### src/hw/rtl/asi_pkg.sv
`timescale 1ns / 1ps

package asi_pkg;

    typedef enum logic [1:0] {
        OP_TICK   = 2'd0,
        OP_ARM    = 2'd1,
        OP_DISARM = 2'd2,
        OP_ESTOP  = 2'd3
    } t_op;

    typedef enum logic [2:0] {
        ST_BOOT     = 3'd0,
        ST_DISARMED = 3'd1,
        ST_PREARM   = 3'd2,
        ST_ARMED    = 3'd3,
        ST_FAILSAFE = 3'd4,
        ST_ERROR    = 3'd5
    } t_mode;

    typedef enum logic [1:0] {
        CMD_NONE   = 2'd0,
        CMD_DISARM = 2'd1,
        CMD_ARM    = 2'd2,
        CMD_ESTOP  = 2'd3
    } t_cmd;

    localparam logic [3:0] FAIL_NONE          = 4'd0;
    localparam logic [3:0] FAIL_EST_INIT      = 4'd1;
    localparam logic [3:0] FAIL_EST_STALE     = 4'd2;
    localparam logic [3:0] FAIL_SENSOR        = 4'd3;
    localparam logic [3:0] FAIL_MOTOR_NREADY  = 4'd4;
    localparam logic [3:0] FAIL_MOTOR_ARMED   = 4'd5;
    localparam logic [3:0] FAIL_BOOT_SENSOR   = 4'd6;
    localparam logic [3:0] FAIL_DISARM_SENSOR = 4'd7;
    localparam logic [3:0] FAIL_MOTOR_DROP    = 4'd8;
    localparam logic [3:0] FAIL_FS_SENSOR     = 4'd9;
    localparam logic [3:0] FAIL_ESTOP         = 4'd10;
    localparam logic [3:0] FAIL_BAD_STATE     = 4'd11;

    localparam logic       CFG_PREARM = 1'b0;
    localparam logic       CFG_STALE  = 1'b1;

    localparam logic [15:0] PREARM_TIMEOUT_RST = 16'd5000;
    localparam logic [15:0] STALE_TIMEOUT_RST  = 16'd200;

    typedef struct packed {
        logic [15:0] prearm_timeout_ms;
        logic [15:0] stale_timeout_ms;
    } t_cfg;

    typedef struct packed {
        t_op         opcode;
        logic [31:0] now_ms;
        logic        estimator_ready;
        logic [31:0] estimator_time_ms;
        logic        sensor_init_fault;
        logic        motor_ready;
        logic        motor_is_armed;
    } t_item;

    typedef struct packed {
        t_mode       mode;
        logic [31:0] entry_time_ms;
        logic        arm_pending;
        logic        disarm_pending;
        logic [3:0]  last_failure;
    } t_state;

    typedef struct packed {
        t_mode       safety_state;
        logic        accepted;
        t_cmd        motor_command;
        logic        rate_reset;
        logic [3:0]  failure_code;
        logic [31:0] entry_time_ms;
        logic        can_arm;
    } t_result;

endpackage

### src/hw/rtl/asi_cfg.sv
`timescale 1ns / 1ps

module asi_cfg (
    input  logic          i_clk,
    input  logic          i_rst_n,
    input  logic          i_cfg_we,
    input  logic          i_cfg_addr,
    input  logic [15:0]   i_cfg_wdata,
    output asi_pkg::t_cfg o_cfg
);

    asi_pkg::t_cfg r_cfg;

    always_ff @(posedge i_clk) begin
        if (!i_rst_n) begin
            r_cfg.prearm_timeout_ms <= asi_pkg::PREARM_TIMEOUT_RST;
            r_cfg.stale_timeout_ms  <= asi_pkg::STALE_TIMEOUT_RST;
        end else if (i_cfg_we) begin
            case (i_cfg_addr)
                asi_pkg::CFG_PREARM: r_cfg.prearm_timeout_ms <= i_cfg_wdata;
                asi_pkg::CFG_STALE:  r_cfg.stale_timeout_ms  <= i_cfg_wdata;
                default: ;
            endcase
        end
    end

    assign o_cfg = r_cfg;

endmodule

### src/hw/rtl/asi_step.sv
`timescale 1ns / 1ps

module asi_step (
    input  asi_pkg::t_cfg    i_cfg,
    input  asi_pkg::t_state  i_state,
    input  asi_pkg::t_item   i_item,
    output asi_pkg::t_state  o_state,
    output asi_pkg::t_result o_result
);

    asi_pkg::t_state n_state;
    asi_pkg::t_mode  go_mode;
    asi_pkg::t_cmd   cmd;
    logic            go;
    logic [3:0]      go_code;
    logic [3:0]      est_code;
    logic [3:0]      pre_code;
    logic            acc;
    logic            pid;
    logic [31:0]     est_age;
    logic [31:0]     state_age;

    assign est_age   = i_item.now_ms - i_item.estimator_time_ms;
    assign state_age = i_item.now_ms - i_state.entry_time_ms;

    always_comb begin
        if (!i_item.estimator_ready) begin
            est_code = asi_pkg::FAIL_EST_INIT;
        end else if (est_age > {16'd0, i_cfg.stale_timeout_ms}) begin
            est_code = asi_pkg::FAIL_EST_STALE;
        end else begin
            est_code = asi_pkg::FAIL_NONE;
        end

        if (!i_item.motor_ready) begin
            pre_code = asi_pkg::FAIL_MOTOR_NREADY;
        end else if (est_code != asi_pkg::FAIL_NONE) begin
            pre_code = est_code;
        end else if (i_item.sensor_init_fault) begin
            pre_code = asi_pkg::FAIL_SENSOR;
        end else if (i_item.motor_is_armed) begin
            pre_code = asi_pkg::FAIL_MOTOR_ARMED;
        end else begin
            pre_code = asi_pkg::FAIL_NONE;
        end
    end

    always_comb begin
        n_state = i_state;
        acc     = 1'b1;
        cmd     = asi_pkg::CMD_NONE;
        pid     = 1'b0;
        go      = 1'b0;
        go_mode = asi_pkg::ST_BOOT;
        go_code = asi_pkg::FAIL_NONE;

        case (i_item.opcode)
            asi_pkg::OP_TICK: begin
                case (i_state.mode)
                    asi_pkg::ST_BOOT: begin
                        go = 1'b1;
                        if (i_item.sensor_init_fault) begin
                            go_mode = asi_pkg::ST_ERROR;
                            go_code = asi_pkg::FAIL_BOOT_SENSOR;
                        end else begin
                            go_mode = asi_pkg::ST_DISARMED;
                        end
                    end
                    asi_pkg::ST_DISARMED: begin
                        if (i_state.arm_pending) begin
                            go      = 1'b1;
                            go_mode = asi_pkg::ST_PREARM;
                        end else if (i_item.sensor_init_fault) begin
                            go      = 1'b1;
                            go_mode = asi_pkg::ST_ERROR;
                            go_code = asi_pkg::FAIL_DISARM_SENSOR;
                        end else if (i_item.motor_is_armed) begin
                            cmd = asi_pkg::CMD_DISARM;
                        end
                    end
                    asi_pkg::ST_PREARM: begin
                        go = 1'b1;
                        if (i_state.disarm_pending) begin
                            go_mode = asi_pkg::ST_DISARMED;
                        end else if (state_age > {16'd0, i_cfg.prearm_timeout_ms}) begin
                            go_mode = asi_pkg::ST_DISARMED;
                        end else if (pre_code == asi_pkg::FAIL_NONE) begin
                            go_mode = asi_pkg::ST_ARMED;
                        end else begin
                            n_state.last_failure = pre_code;
                            go_mode = asi_pkg::ST_DISARMED;
                        end
                    end
                    asi_pkg::ST_ARMED: begin
                        if (i_state.disarm_pending) begin
                            go      = 1'b1;
                            go_mode = asi_pkg::ST_DISARMED;
                        end else if (est_code != asi_pkg::FAIL_NONE) begin
                            go      = 1'b1;
                            go_mode = asi_pkg::ST_FAILSAFE;
                            go_code = est_code;
                        end else if (i_item.sensor_init_fault) begin
                            go      = 1'b1;
                            go_mode = asi_pkg::ST_FAILSAFE;
                            go_code = asi_pkg::FAIL_SENSOR;
                        end else if (!i_item.motor_is_armed) begin
                            go      = 1'b1;
                            go_mode = asi_pkg::ST_FAILSAFE;
                            go_code = asi_pkg::FAIL_MOTOR_DROP;
                        end
                    end
                    asi_pkg::ST_FAILSAFE: begin
                        if (i_item.motor_is_armed) begin
                            cmd = asi_pkg::CMD_ESTOP;
                        end
                        if (i_state.disarm_pending) begin
                            go      = 1'b1;
                            go_mode = asi_pkg::ST_DISARMED;
                        end else if (i_item.sensor_init_fault) begin
                            go      = 1'b1;
                            go_mode = asi_pkg::ST_ERROR;
                            go_code = asi_pkg::FAIL_FS_SENSOR;
                        end
                    end
                    asi_pkg::ST_ERROR: begin
                        if (i_item.motor_is_armed) begin
                            cmd = asi_pkg::CMD_ESTOP;
                        end
                    end
                    default: begin
                        go      = 1'b1;
                        go_mode = asi_pkg::ST_ERROR;
                        go_code = asi_pkg::FAIL_BAD_STATE;
                    end
                endcase
                n_state.disarm_pending = 1'b0;
            end
            asi_pkg::OP_ARM: begin
                if (i_state.mode == asi_pkg::ST_DISARMED) begin
                    n_state.arm_pending = 1'b1;
                end else begin
                    acc = 1'b0;
                end
            end
            asi_pkg::OP_DISARM: begin
                if (i_state.mode == asi_pkg::ST_ERROR) begin
                    acc = 1'b0;
                end else begin
                    n_state.disarm_pending = 1'b1;
                end
            end
            default: begin
                go      = 1'b1;
                go_mode = asi_pkg::ST_FAILSAFE;
                go_code = asi_pkg::FAIL_ESTOP;
            end
        endcase

        // state entry actions
        if (go) begin
            n_state.mode          = go_mode;
            n_state.entry_time_ms = i_item.now_ms;
            case (go_mode)
                asi_pkg::ST_BOOT,
                asi_pkg::ST_PREARM: begin
                    cmd = asi_pkg::CMD_DISARM;
                end
                asi_pkg::ST_DISARMED: begin
                    cmd = asi_pkg::CMD_DISARM;
                    pid = 1'b1;
                    n_state.arm_pending = 1'b0;
                end
                asi_pkg::ST_ARMED: begin
                    cmd = asi_pkg::CMD_ARM;
                    pid = 1'b1;
                    n_state.arm_pending = 1'b0;
                end
                default: begin
                    cmd = asi_pkg::CMD_ESTOP;
                    pid = 1'b1;
                    n_state.last_failure = go_code;
                end
            endcase
        end
    end

    assign o_state = n_state;

    assign o_result.safety_state  = n_state.mode;
    assign o_result.accepted      = acc;
    assign o_result.motor_command = cmd;
    assign o_result.rate_reset    = pid;
    assign o_result.failure_code  = n_state.last_failure;
    assign o_result.entry_time_ms = n_state.entry_time_ms;
    assign o_result.can_arm       = (n_state.mode == asi_pkg::ST_DISARMED);

endmodule

### src/hw/rtl/arming_safety_interlock.sv
`timescale 1ns / 1ps

// channel   direction  handshake                  payload
// in        input      i_in_valid / o_in_ready    i_opcode .. i_motor_is_armed
// out       output     o_out_valid / i_out_ready  o_safety_state .. o_can_arm
// cfg       input      i_cfg_we (no wait)         i_cfg_addr, i_cfg_wdata
//
// one event per cycle sustained while the output is not stalled; an event
// that is taken passes through the input register, then the result register,
// before its result is presented
// the state update and the result come from one pass of logic between them
// synchronous active-low reset puts the interlock in boot with no failure
// a stalled output holds its result while the input register still takes one more

module arming_safety_interlock (
    input  logic        i_clk,
    input  logic        i_rst_n,

    input  logic        i_cfg_we,
    input  logic        i_cfg_addr,
    input  logic [15:0] i_cfg_wdata,

    input  logic        i_in_valid,
    output logic        o_in_ready,
    input  logic [1:0]  i_opcode,
    input  logic [31:0] i_now_ms,
    input  logic        i_estimator_ready,
    input  logic [31:0] i_estimator_time_ms,
    input  logic        i_sensor_init_fault,
    input  logic        i_motor_ready,
    input  logic        i_motor_is_armed,

    output logic        o_out_valid,
    input  logic        i_out_ready,
    output logic [2:0]  o_safety_state,
    output logic        o_accepted,
    output logic [1:0]  o_motor_command,
    output logic        o_rate_reset,
    output logic [3:0]  o_failure_code,
    output logic [31:0] o_entry_time_ms,
    output logic        o_can_arm
);

    asi_pkg::t_cfg    cfg;
    asi_pkg::t_item   r_in;
    asi_pkg::t_state  r_state;
    asi_pkg::t_state  n_state;
    asi_pkg::t_result n_out;
    asi_pkg::t_result r_out;
    logic             r_in_valid;
    logic             r_out_valid;
    logic             advance;

    asi_cfg u_cfg (
        .i_clk       (i_clk),
        .i_rst_n     (i_rst_n),
        .i_cfg_we    (i_cfg_we),
        .i_cfg_addr  (i_cfg_addr),
        .i_cfg_wdata (i_cfg_wdata),
        .o_cfg       (cfg)
    );

    asi_step u_step (
        .i_cfg    (cfg),
        .i_state  (r_state),
        .i_item   (r_in),
        .o_state  (n_state),
        .o_result (n_out)
    );

    assign advance    = r_in_valid && (!r_out_valid || i_out_ready);
    assign o_in_ready = !r_in_valid || advance;

    always_ff @(posedge i_clk) begin
        if (!i_rst_n) begin
            r_in_valid  <= 1'b0;
            r_out_valid <= 1'b0;
            r_state.mode           <= asi_pkg::ST_BOOT;
            r_state.entry_time_ms  <= 32'd0;
            r_state.arm_pending    <= 1'b0;
            r_state.disarm_pending <= 1'b0;
            r_state.last_failure   <= asi_pkg::FAIL_NONE;
        end else begin
            if (o_in_ready) begin
                r_in_valid <= i_in_valid;
            end
            if (advance) begin
                r_state     <= n_state;
                r_out_valid <= 1'b1;
            end else if (i_out_ready) begin
                r_out_valid <= 1'b0;
            end
        end
    end

    always_ff @(posedge i_clk) begin
        if (i_in_valid && o_in_ready) begin
            r_in.opcode            <= asi_pkg::t_op'(i_opcode);
            r_in.now_ms            <= i_now_ms;
            r_in.estimator_ready   <= i_estimator_ready;
            r_in.estimator_time_ms <= i_estimator_time_ms;
            r_in.sensor_init_fault <= i_sensor_init_fault;
            r_in.motor_ready       <= i_motor_ready;
            r_in.motor_is_armed    <= i_motor_is_armed;
        end
        if (advance) begin
            r_out <= n_out;
        end
    end

    assign o_out_valid     = r_out_valid;
    assign o_safety_state  = r_out.safety_state;
    assign o_accepted      = r_out.accepted;
    assign o_motor_command = r_out.motor_command;
    assign o_rate_reset    = r_out.rate_reset;
    assign o_failure_code  = r_out.failure_code;
    assign o_entry_time_ms = r_out.entry_time_ms;
    assign o_can_arm       = r_out.can_arm;

endmodule

### config.mk
export PLATFORM = sky130hd
export DESIGN_NAME = arming_safety_interlock
export DESIGN_NICKNAME = d
export VERILOG_FILES = /design/src/hw/rtl/asi_pkg.sv /design/src/hw/rtl/asi_cfg.sv /design/src/hw/rtl/asi_step.sv /design/src/hw/rtl/arming_safety_interlock.sv
export SDC_FILE = /design/constraint.sdc
export NUM_CORES = 1
export LEC_CHECK = 0
export BUFFER_PORTS_ARGS = -buffer_cell sky130_fd_sc_hd__buf_4
export CAP_MARGIN = 20
export CORE_AREA = 3 3 148 150
export DETAILED_ROUTE_END_ITERATION = 10
export DIE_AREA = 0 0 151 153
export PLACE_DENSITY = 0.81
export SYNTH_ARGS = -nofsm -noshare
export SYNTH_HDL_FRONTEND = slang
export SYNTH_HIERARCHICAL = 1
export SYNTH_SLANG_ARGS = --single-unit
### constraint.sdc
create_clock -name i_clk -period 6.37 [get_ports i_clk]
set_clock_uncertainty 0.15 [all_clocks]
set_input_delay 0.9555 -clock i_clk [delete_from_list [all_inputs] [get_ports i_clk]]
set_output_delay 0.9555 -clock i_clk [all_outputs]
set_load 0.05 [all_outputs]
; ---- Yosys cells after proc, flatten, opt, wreduce, memory -nomap -nowiden
; Cells that the tools add are included.
[word_totals]
reg_bits = 189
inputBits = 92
word_cells = 129
[classes]
add_sub_neg = 2
n_lt_le_gt_ge = 2
eq_ne = 12
mux = 66
bitwise = 1
n_reduce_logical = 23
[ops]
columns = operator, n
row1 = 4-bit 2-to-1 mux, 18
row2 = 32-bit by 16-bit > comparator with 1-bit output, 2
row3 = 32-bit subtractor, 2
row4 = 3-bit 2-to-1 mux, 13
row5 = 36-bit 2-to-1 mux, 1
row6 = 4-bit case mux with 5 select lines, 1
row7 = 3-bit case mux with 6 select lines, 1
row8 = 1-bit 2-to-1 mux, 17
row9 = 2-bit 2-to-1 mux, 7
row10 = 3-bit by 2-bit equality test with 1-bit output (second input constant), 4
row11 = 2-bit OR reduction, 5
row12 = 3-bit by 1-bit equality test with 1-bit output (second input constant), 3
row13 = 2-bit case mux with 2 select lines, 2
row14 = 4-bit case mux with 2 select lines, 1
row15 = 3-bit equality test (second input constant), 2
row16 = 3-bit logical NOT, 2
row17 = 1-bit case mux with 2 select lines, 3
row18 = 3-bit case mux with 2 select lines, 1
row19 = 4-bit logical NOT, 1
row20 = 1-bit case mux with 4 select lines, 1
row21 = 2-bit AND reduction, 2
row22 = 2-bit nonzero test, 2
row23 = 4-bit nonzero test, 1
row24 = 4-bit OR reduction, 1
row25 = other kinds (10), 13

; ---- Longest topological paths before layout
; Gate-level depths: netlist (run 1).
[logic_depth]
ltp_word = 18
ltp_mapped = 27

; ---- Cells and area by module
; The synthesis (run 1) kept the hierarchy.
[by_module_without_submodules]
columns = module, instances, cells_each, area_each_um2
row1 = asi_step, 1, 927, 5974.5
row2 = arming_safety_interlock, 1, 301, 5187.5
row3 = asi_cfg, 1, 131, 1238.7

; ---- Least setup slack after synthesis (run 1)
; No wires, ideal clock.
[synth_path]
path_kind = register to register
start = register r_in[3] in the netlist's numbering
end = register r_state[39] in the netlist's numbering
setup_ns = 0.072
arrival_ns = 5.549
t_required_ns = 6.148
path_slack_ns = 0.599
stages_incl_launch_ff = 26
n_path_buf = 2
synth_period_minus_slack_ns = 5.771
path_cell_list = edfxtp_1 -> ha_1 -> fa_1 -> nand2b_1 -> a21oi_2 -> nor2_1 -> o21ai_0 -> a31oi_1 -> xnor2_1 -> ha_1 -> nand4_1 -> nor2_1 -> a221o_1 -> o31a_1 -> nor4_1 -> nand2_1 -> or4_1 -> or4_1 -> or4_1 -> buf_2 -> or4_4 -> a21oi_1 -> o21bai_2 -> buf_4 -> nand2_1 -> mux2i_1
[synth_lines]
columns = element, line_no
row1 = from (decl), arming_safety_interlock.sv:45  ; asi_pkg::t_item r_in;
row2 = to (signal assigned), arming_safety_interlock.sv:88  ; r_state <= n_state;
row3 = to (decl), arming_safety_interlock.sv:46  ; asi_pkg::t_state r_state;

==> results of run 1 <==
[power groups by stage]
stage	Sequential, W	Combinational [W]	Clock, W
after floorplan	0.00148	0.000585	0
after global placement	0.00144	0.000815	0
after detailed placement	0.00144	0.000826	0
after CTS	0.00142	0.000832	0.00110
after global routing	0.00142	0.000948	0.00116
final	0.00142	0.000864	0.00109
[cell type report]
type / instances / area share, %
inverters: 120 / 3.21
multi-input cells: 959 / 46.6
clock inverters: 11 / 0.633
clock buffers: 21 / 3.67
well taps: 275 / 2.45
flip-flops and latches: 189 / 35.1
repair buffers: 154 / 8.33
[routing by layer]
layer	GRT usage (%)	vias up	wire length (um)
met5	0	-	0
met4	7.69	0	590
met3	4.12	57	1720
met2	40.5	366	13900
met1	38.5	4772	14400
li1	-	4998	-
[final timing paths]
| path | start | to | cells past startpoint |
|---|---|---|---|
| setup reg to reg | r_in[43]$_DFFE_PP_ | r_state[39]$_SDFFE_PN0P_ | 21 |
| setup / recovery | r_in[43]$_DFFE_PP_ | r_state[39]$_SDFFE_PN0P_ | 21 |
| hold / removal | r_state[25]$_SDFFE_PN0P_ | r_state[25]$_SDFFE_PN0P_ | 2 |
| hold reg to reg | r_state[25]$_SDFFE_PN0P_ | r_state[25]$_SDFFE_PN0P_ | 2 |
[critical path: cells and delay by family (launching register included)]
kind | cells | cell delay [ns]
muxes | 1 | 0.15
DFF | 1 | 0.52
xor gates and xnor gates | 1 | 0.16
and+or+nand+nor | 9 | 2.40
adders and majority gates | 2 | 0.72
AOI/OAI and AO/OA | 8 | 1.90
[flip-flops by register name, indices dropped and copies added (netlist names)]
name / count
u_cfg/o_cfg: 32
o_motor_command: 2
o_safety_state: 3
o_entry_time_ms: 32
o_out_valid: 1
o_accepted: 1
o_rate_reset: 1
r_state: 41
o_failure_code: 4
r_in: 70
r_in_valid: 1
o_can_arm: 1
[cells by family (layout without fill, tap and decap cells)]
logic type | count (synthesis) | count (layout) | share of synthesized area (%)
buf+inv | 211 | 306 | 8.58
fa+ha+maj | 100 | 100 | 10.2
compound gates | 324 | 324 | 16.7
flops | 189 | 189 | 39.7
simple gates | 422 | 422 | 16.1
xor+xnor | 44 | 44 | 3.11
mux | 69 | 69 | 5.61
[layout by cell type (no fill, tap or decap), types with 21 or more instances in the layout]
| cell type | netlist | final |
|---|---|---|
| a21oi_1 | 84 | 82 |
| buf_4 | 42 | 153 |
| edfxtp_1 | 114 | 114 |
| nand3_1 | 52 | 52 |
| nand2_1 | 199 | 199 |
| o21ai_0 | 75 | 56 |
| dfxtp_1 | 75 | 75 |
| mux2i_1 | 65 | 65 |
| xnor2_1 | 30 | 30 |
| ha_1 | 98 | 93 |
| nor2_1 | 50 | 49 |
| o21ai_1 | 14 | 28 |
| o21a_1 | 21 | 21 |
| inv_1 | 120 | 120 |
[metrics by stage]
stage / cell area (um^2) / setup slack [ns] / hold WS (ns) / total power (W)
after floorplan: 12400 / 0.599 / 0.280 / 0.00207
after global placement: 13300 / 0.298 / 0.291 / 0.00226
after detailed placement: 13300 / 0.134 / 0.296 / 0.00227
after CTS: 13900 / 0.108 / 0.312 / 0.00335
after global routing: 14000 / 0.0267 / 0.321 / 0.00353
final: 14000 / 0.303 / 0.310 / 0.00337
[repair_timing]
action                     CTS  global route
gates resized for setup      0            37
setup endpoints to repair    0            79
buffers inserted             0             5
==> out/metrics.yaml, run 1 <==
outcome:
  outcome: "finished clean"
clock_tree:
  numCtsBuffers: 17
  postCtsHoldBufs: 0
  path_clk_slew_ns: 0.07
  cts_max_level: 4
  tritoncts: "built"
  cts.sinks: 189
  cts_buffer_depth: 2
  worstSkewPairLatency_ns: 0.44
  root_buffer: "clkbuf_16"
floorplan:
  start_util_pct: 59.6
  core_area_mm2: 0.0208
  num_rows: 53
  ios: 138
  die-area_mm2: 0.0231
  die_h_um: 153
  dieWidth_um: 151
logic_synthesis:
  syn_inst: 1359
  synth_edf_count: 114
  yosysMostFrequentCell: "nand2_1"
  ys_top_cells_by_count: "nand2_1, inv_1, edfxtp_1, ha_1, a21oi_1"
  synth_top_area_share_pct: 27.6
  dominantRegCellSynth: "edfxtp_1"
  yosys-top-cells-area: "edfxtp_1, dfxtp_1, ha_1, nand2_1, mux2i_1"
  yosysWarningCount: 6
  yosysSeqAreaShare_pct: 39.7
  synth_top_area_cell: "edfxtp_1"
  synth_nets: 1551
  syn_area_mm2: 0.0124
  synth.distinct_cells: 78
  synthArstFlopShare_pct: 0
  synth_seq_cells: 189
  postSynthAreaPerCell_um2: 9.12
route:
  drcViolationCount: 0
  dr.pass1.iters: 5
  viasPerCell: 5.90
  dr.first_iter.drc_count: 835
  wl_mm: 30.6
  ant_nets: 0
  vias: 10193
  wl_per_cell_um: 17.7
pwr:
  irDropWorstVdd_mv: 0.171
  p_clk_share_pct: 32.2
  total_leakage_power_nw: 5.66
  combPwrFrac_pct: 25.6
  switching_share_pct: 31.5
  switchingPower_w: 0.00106
  seqPwrFrac_pct: 42.1
  p_int_w: 0.00231
  power_density_mw_per_mm2: 240
worst_setup_path:
  cpPeakStageDelay_ns: 0.55
  endpoint_kind: "register"
  arrival_ns: 6.28
  crit_slowest_cell: "or4_4"
  path_cells: "ha_1 -> a21oi_2 -> o21bai_1 -> a221oi_2 -> nand2_1 -> xor2_1 -> ha_1 -> a21oi_1 -> nand2_1 -> a221o_1 -> o31a_1 -> nor4_4 -> nand2_1 -> or4_1 -> or4_4 -> or4_1 -> or4_4 -> a21oi_2 -> o21bai_2 -> nand2_1 -> mux2i_1"
  critPathKind: "reg2reg"
  rrSetupSlack_ns: 0.30
  cp_common_cell: "nand2_1"
  crit_fanout: 5
  critPathLaunchType: "register"
  crit_required_ns: 6.58
place:
  dp.cells: 1692
  hpwl_mm: 23.1
  io_buffers: 137
  gp_congestion: 0.960
sta:
  setup_tns_ns: 0
  finalSetupViolCount: 0
  rsz0062_at_grt: "no"
  period_share_pct: 95.2
  tightest_slew_ns: 1.11
  fmax_mhz: 165
  slew_violations: 0
  finalHoldViolations: 0
  slew-limit-headroom_pct: 26.0
  min_period_ns: 6.07
global_routing:
  grt.overflow.total: 0
  antenna_found_initial: 0
  grt_usage_pct: 26.3
  grt_first_pass_wirelength_mm: 48.5
  grt_max_degree: 71
  grt_pass1_vias: 9718
layout:
  post_layout_nonfiller_instances: 1729
  fill_cells: 1703
  nNetsFinal: 1633
  multi_input_area_mm2: 0.00653
  seqCellArea_mm2: 0.00492
  drive_above_1_share_pct: 15.6
  syn_to_final_growth_pct: 13.1
  antenna_cells: 0
  final_core_util_pct: 67.3
run:
  maxCapViolations: 0
min_path:
  hold_class: "reg2reg"
Note: power is estimated with default switching activity, not from simulation.
==> run 2: changes to the inputs <==
- HOLD_SLACK_MARGIN: default -> 0.05
- PLACE_DENSITY: 0.81 -> 0.84
==> run 2 against run 1 <==
Cell count stayed put. Sequential power hardly changed. Sequential share of layout area is 0.050 points higher. Maximum frequency is 0.76% lower. Register-to-register slack worse by 0.05 ns. Critical path depth is 5 higher. Routed wire length is 2.1% higher. Highest routed layer unchanged.
==> out/metrics.yaml, run 2 (synthesis results as in run 1) <==
outcome:
  outcome: "finished clean"
floorplan:
  num_rows: 53  # unchanged
  die_h_um: 153  # unchanged
  die-area_mm2: 0.0231  # unchanged
  core_area_mm2: 0.0208  # unchanged
  ios: 138  # unchanged
  start_util_pct: 59.6  # unchanged
  dieWidth_um: 151  # unchanged
worst_setup_path:
  arrival_ns: 6.32  # +0.04 ns
  critPathLaunchType: "register"
  rrSetupSlack_ns: 0.26  # -0.05 ns
  crit_fanout: 21  # +16
  worstReg2RegStart: "r_in[36]$_DFFE_PP_"
  rr_endpoint: "r_state[18]$_SDFFE_PN0P_"
  crit_required_ns: 6.58  # about the same
  endpoint_kind: "register"
  crit_start: "r_in[36]$_DFFE_PP_"
  endpoint: "r_state[18]$_SDFFE_PN0P_"
  cp.buffers_inverters: 3  # +3
  r2r_cells: 26  # +24%
  crit_slowest_cell: "or4b_1"
  cp.depth: 26  # +24%
  critPathTopFamily: "compound AO/OA/AOI/OAI gates"
  critPathKind: "reg2reg"
  cpPeakStageDelay_ns: 0.52  # -0.03 ns
route:
  vias: 10322  # +1.3%
  dr.first_iter.drc_count: 864  # +3.5%
  drcViolationCount: 0  # unchanged
  dr.pass1.iters: 5  # unchanged
  ant_nets: 0  # unchanged
  wl_per_cell_um: 18.1  # +2.1%
  wl_mm: 31.3  # +2.1%
  viasPerCell: 5.97  # +1.3%
global_routing:
  antenna_found_initial: 0  # unchanged
  grt_pass1_vias: 9752  # +0.35%
  grt_first_pass_wirelength_mm: 49.6  # +2.3%
  grt.overflow.total: 0  # unchanged
  grt_usage_pct: 26.9  # +0.54 points
  grt_max_degree: 71  # unchanged
layout:
  syn_to_final_growth_pct: 12.9
  nNetsFinal: 1633  # unchanged
  top_regs: "r_in: 70 flops, r_state: 41 flops"
  drive_above_1_share_pct: 15.1  # -0.48 points
  layout_commonest_cell: "nand2_1"
  final_cell_mix: "nand2_1, buf_4, inv_1"
  fill_cells: 1669  # -2.0%
  largest_reg_flops: 70  # unchanged
  antenna_cells: 0  # unchanged
  largest-register: "r_in"
  final_cell_area_mm2: 0.0140  # -0.14%
sta:
  min_period_ns: 6.11  # +0.0465 ns
  period_share_pct: 96.0  # +0.73 points
  slew-limit-headroom_pct: 25.1  # -0.86 points
  setup_tns_ns: 0  # unchanged
  finalSetupViolCount: 0  # unchanged
  slew_violations: 0  # unchanged
  timing.final.ws_setup_ns: 0.257  # -0.0465 ns
  finalHoldViolations: 0  # unchanged
  tightest_slew_ns: 1.12  # +0.0180 ns
  worst_hold_slack_ns: 0.307  # -0.00363 ns
  fmax_mhz: 164  # -0.76%
pwr:
  power_density_mw_per_mm2: 243  # +1.0%
  irDropWorstVdd_mv: 0.141  # -18%
  total_leakage_power_nw: 5.67  # +0.11%
  p_total_w: 0.00340  # +0.88%
place:
  gp_congestion: 0.973  # +1.4%
  hpwl_mm: 23.7  # +2.4%
  dp_worst_setup_slack_ns: 0.189  # +0.0551 ns
  placed_area_mm2: 0.0133  # about the same
  io_buffers: 137  # unchanged
clock_tree:
  worstSkewPairLatency_ns: 0.44  # about the same
  path_clk_slew_ns: 0.07  # about the same
  postCtsHoldBufs: 0  # unchanged
  cts.sinks: 189  # unchanged
  root_buffer: "clkbuf_16"
  tritoncts: "built"
  numCtsBuffers: 17  # unchanged
  cts_max_level: 4  # unchanged
  cts_buffer_depth: 2  # unchanged
min_path:
  hold_class: "reg2reg"
run:
  maxCapViolations: 0  # unchanged
run 2: cell count changes in the layout (fill, tap and decap cells not counted), sizes merged:
cell | previous run | this run
clkbuf | 21 | 22
inv | 128 | 127
run 2: metal layers:
layer	GRT usage (%)	up-vias	routed length, um
li1	-	5006	-
met1	40.3	4873	14200
met2	40.9	397	14200
met3	3.94	46	2360
met4	6.99	0	571
met5	0	-	0
run 2: tightest hold or removal path: cells and delay by family, from the launching register on:
family | cells | cell delay (ns)
flip-flops | 1 | 0.31
AND/OR/NAND/NOR | 1 | 0.05
multiplexers | 1 | 0.05
run 2: final cells by class:
type                    instances  area (um^2)  area share [%]
clock inverters                10         81.3           0.581
flip-flops and latches        189         4920            35.2
clock buffers                  22          551            3.93
well taps                     275          344            2.46
inverters                     120          450            3.22
repair buffers                154         1160            8.26
multi-input cells             959         6500            46.4
run 2: report_power, final:
| group | switching, W | total, W | internal, W |
|---|---|---|---|
| Clock | 0.000490 | 0.00112 | 0.000627 |
| Sequential | 0.0000435 | 0.00142 | 0.00137 |
| Combinational | 0.000525 | 0.000865 | 0.000339 |
| Total | 0.00106 | 0.00340 | 0.00234 |
run 2: timing repair:
item | in CTS | in global routing
gates resized for setup | 0 | 16
endpoints found under the hold margin | 0 | 0
setup buffers | 0 | 4
setup endpoints to repair | 0 | 80
run 2: worst min-delay path by stage:
| stage | startpoint | to | depth (start not counted) |
|---|---|---|---|
| 2_1_floorplan | r_state[0]$_SDFFE_PN0P_ | r_state[0]$_SDFFE_PN0P_ | 2 |
| 3_3_place_gp | r_state[14]$_SDFFE_PN0P_ | r_state[14]$_SDFFE_PN0P_ | 2 |
| 3_5_place_dp | r_state[27]$_SDFFE_PN0P_ | r_state[27]$_SDFFE_PN0P_ | 2 |
| 4_1_cts | r_state[27]$_SDFFE_PN0P_ | r_state[27]$_SDFFE_PN0P_ | 2 |
| 5_1_grt | r_state[9]$_SDFFE_PN0P_ | r_state[9]$_SDFFE_PN0P_ | 2 |
| 6_report | r_state[27]$_SDFFE_PN0P_ | r_state[27]$_SDFFE_PN0P_ | 2 |
run 2: per-stage QoR:
| stage | util, % | instances |
|---|---|---|
| 3_3_place_gp | 63.7 | 1693 |
| 3_5_place_dp | 63.7 | 1693 |
| 6_report | 67.3 | 1729 |
| 5_1_grt | 67.3 | 1729 |
| 4_1_cts | 66.8 | 1725 |
| 2_1_floorplan | - | 1359 |
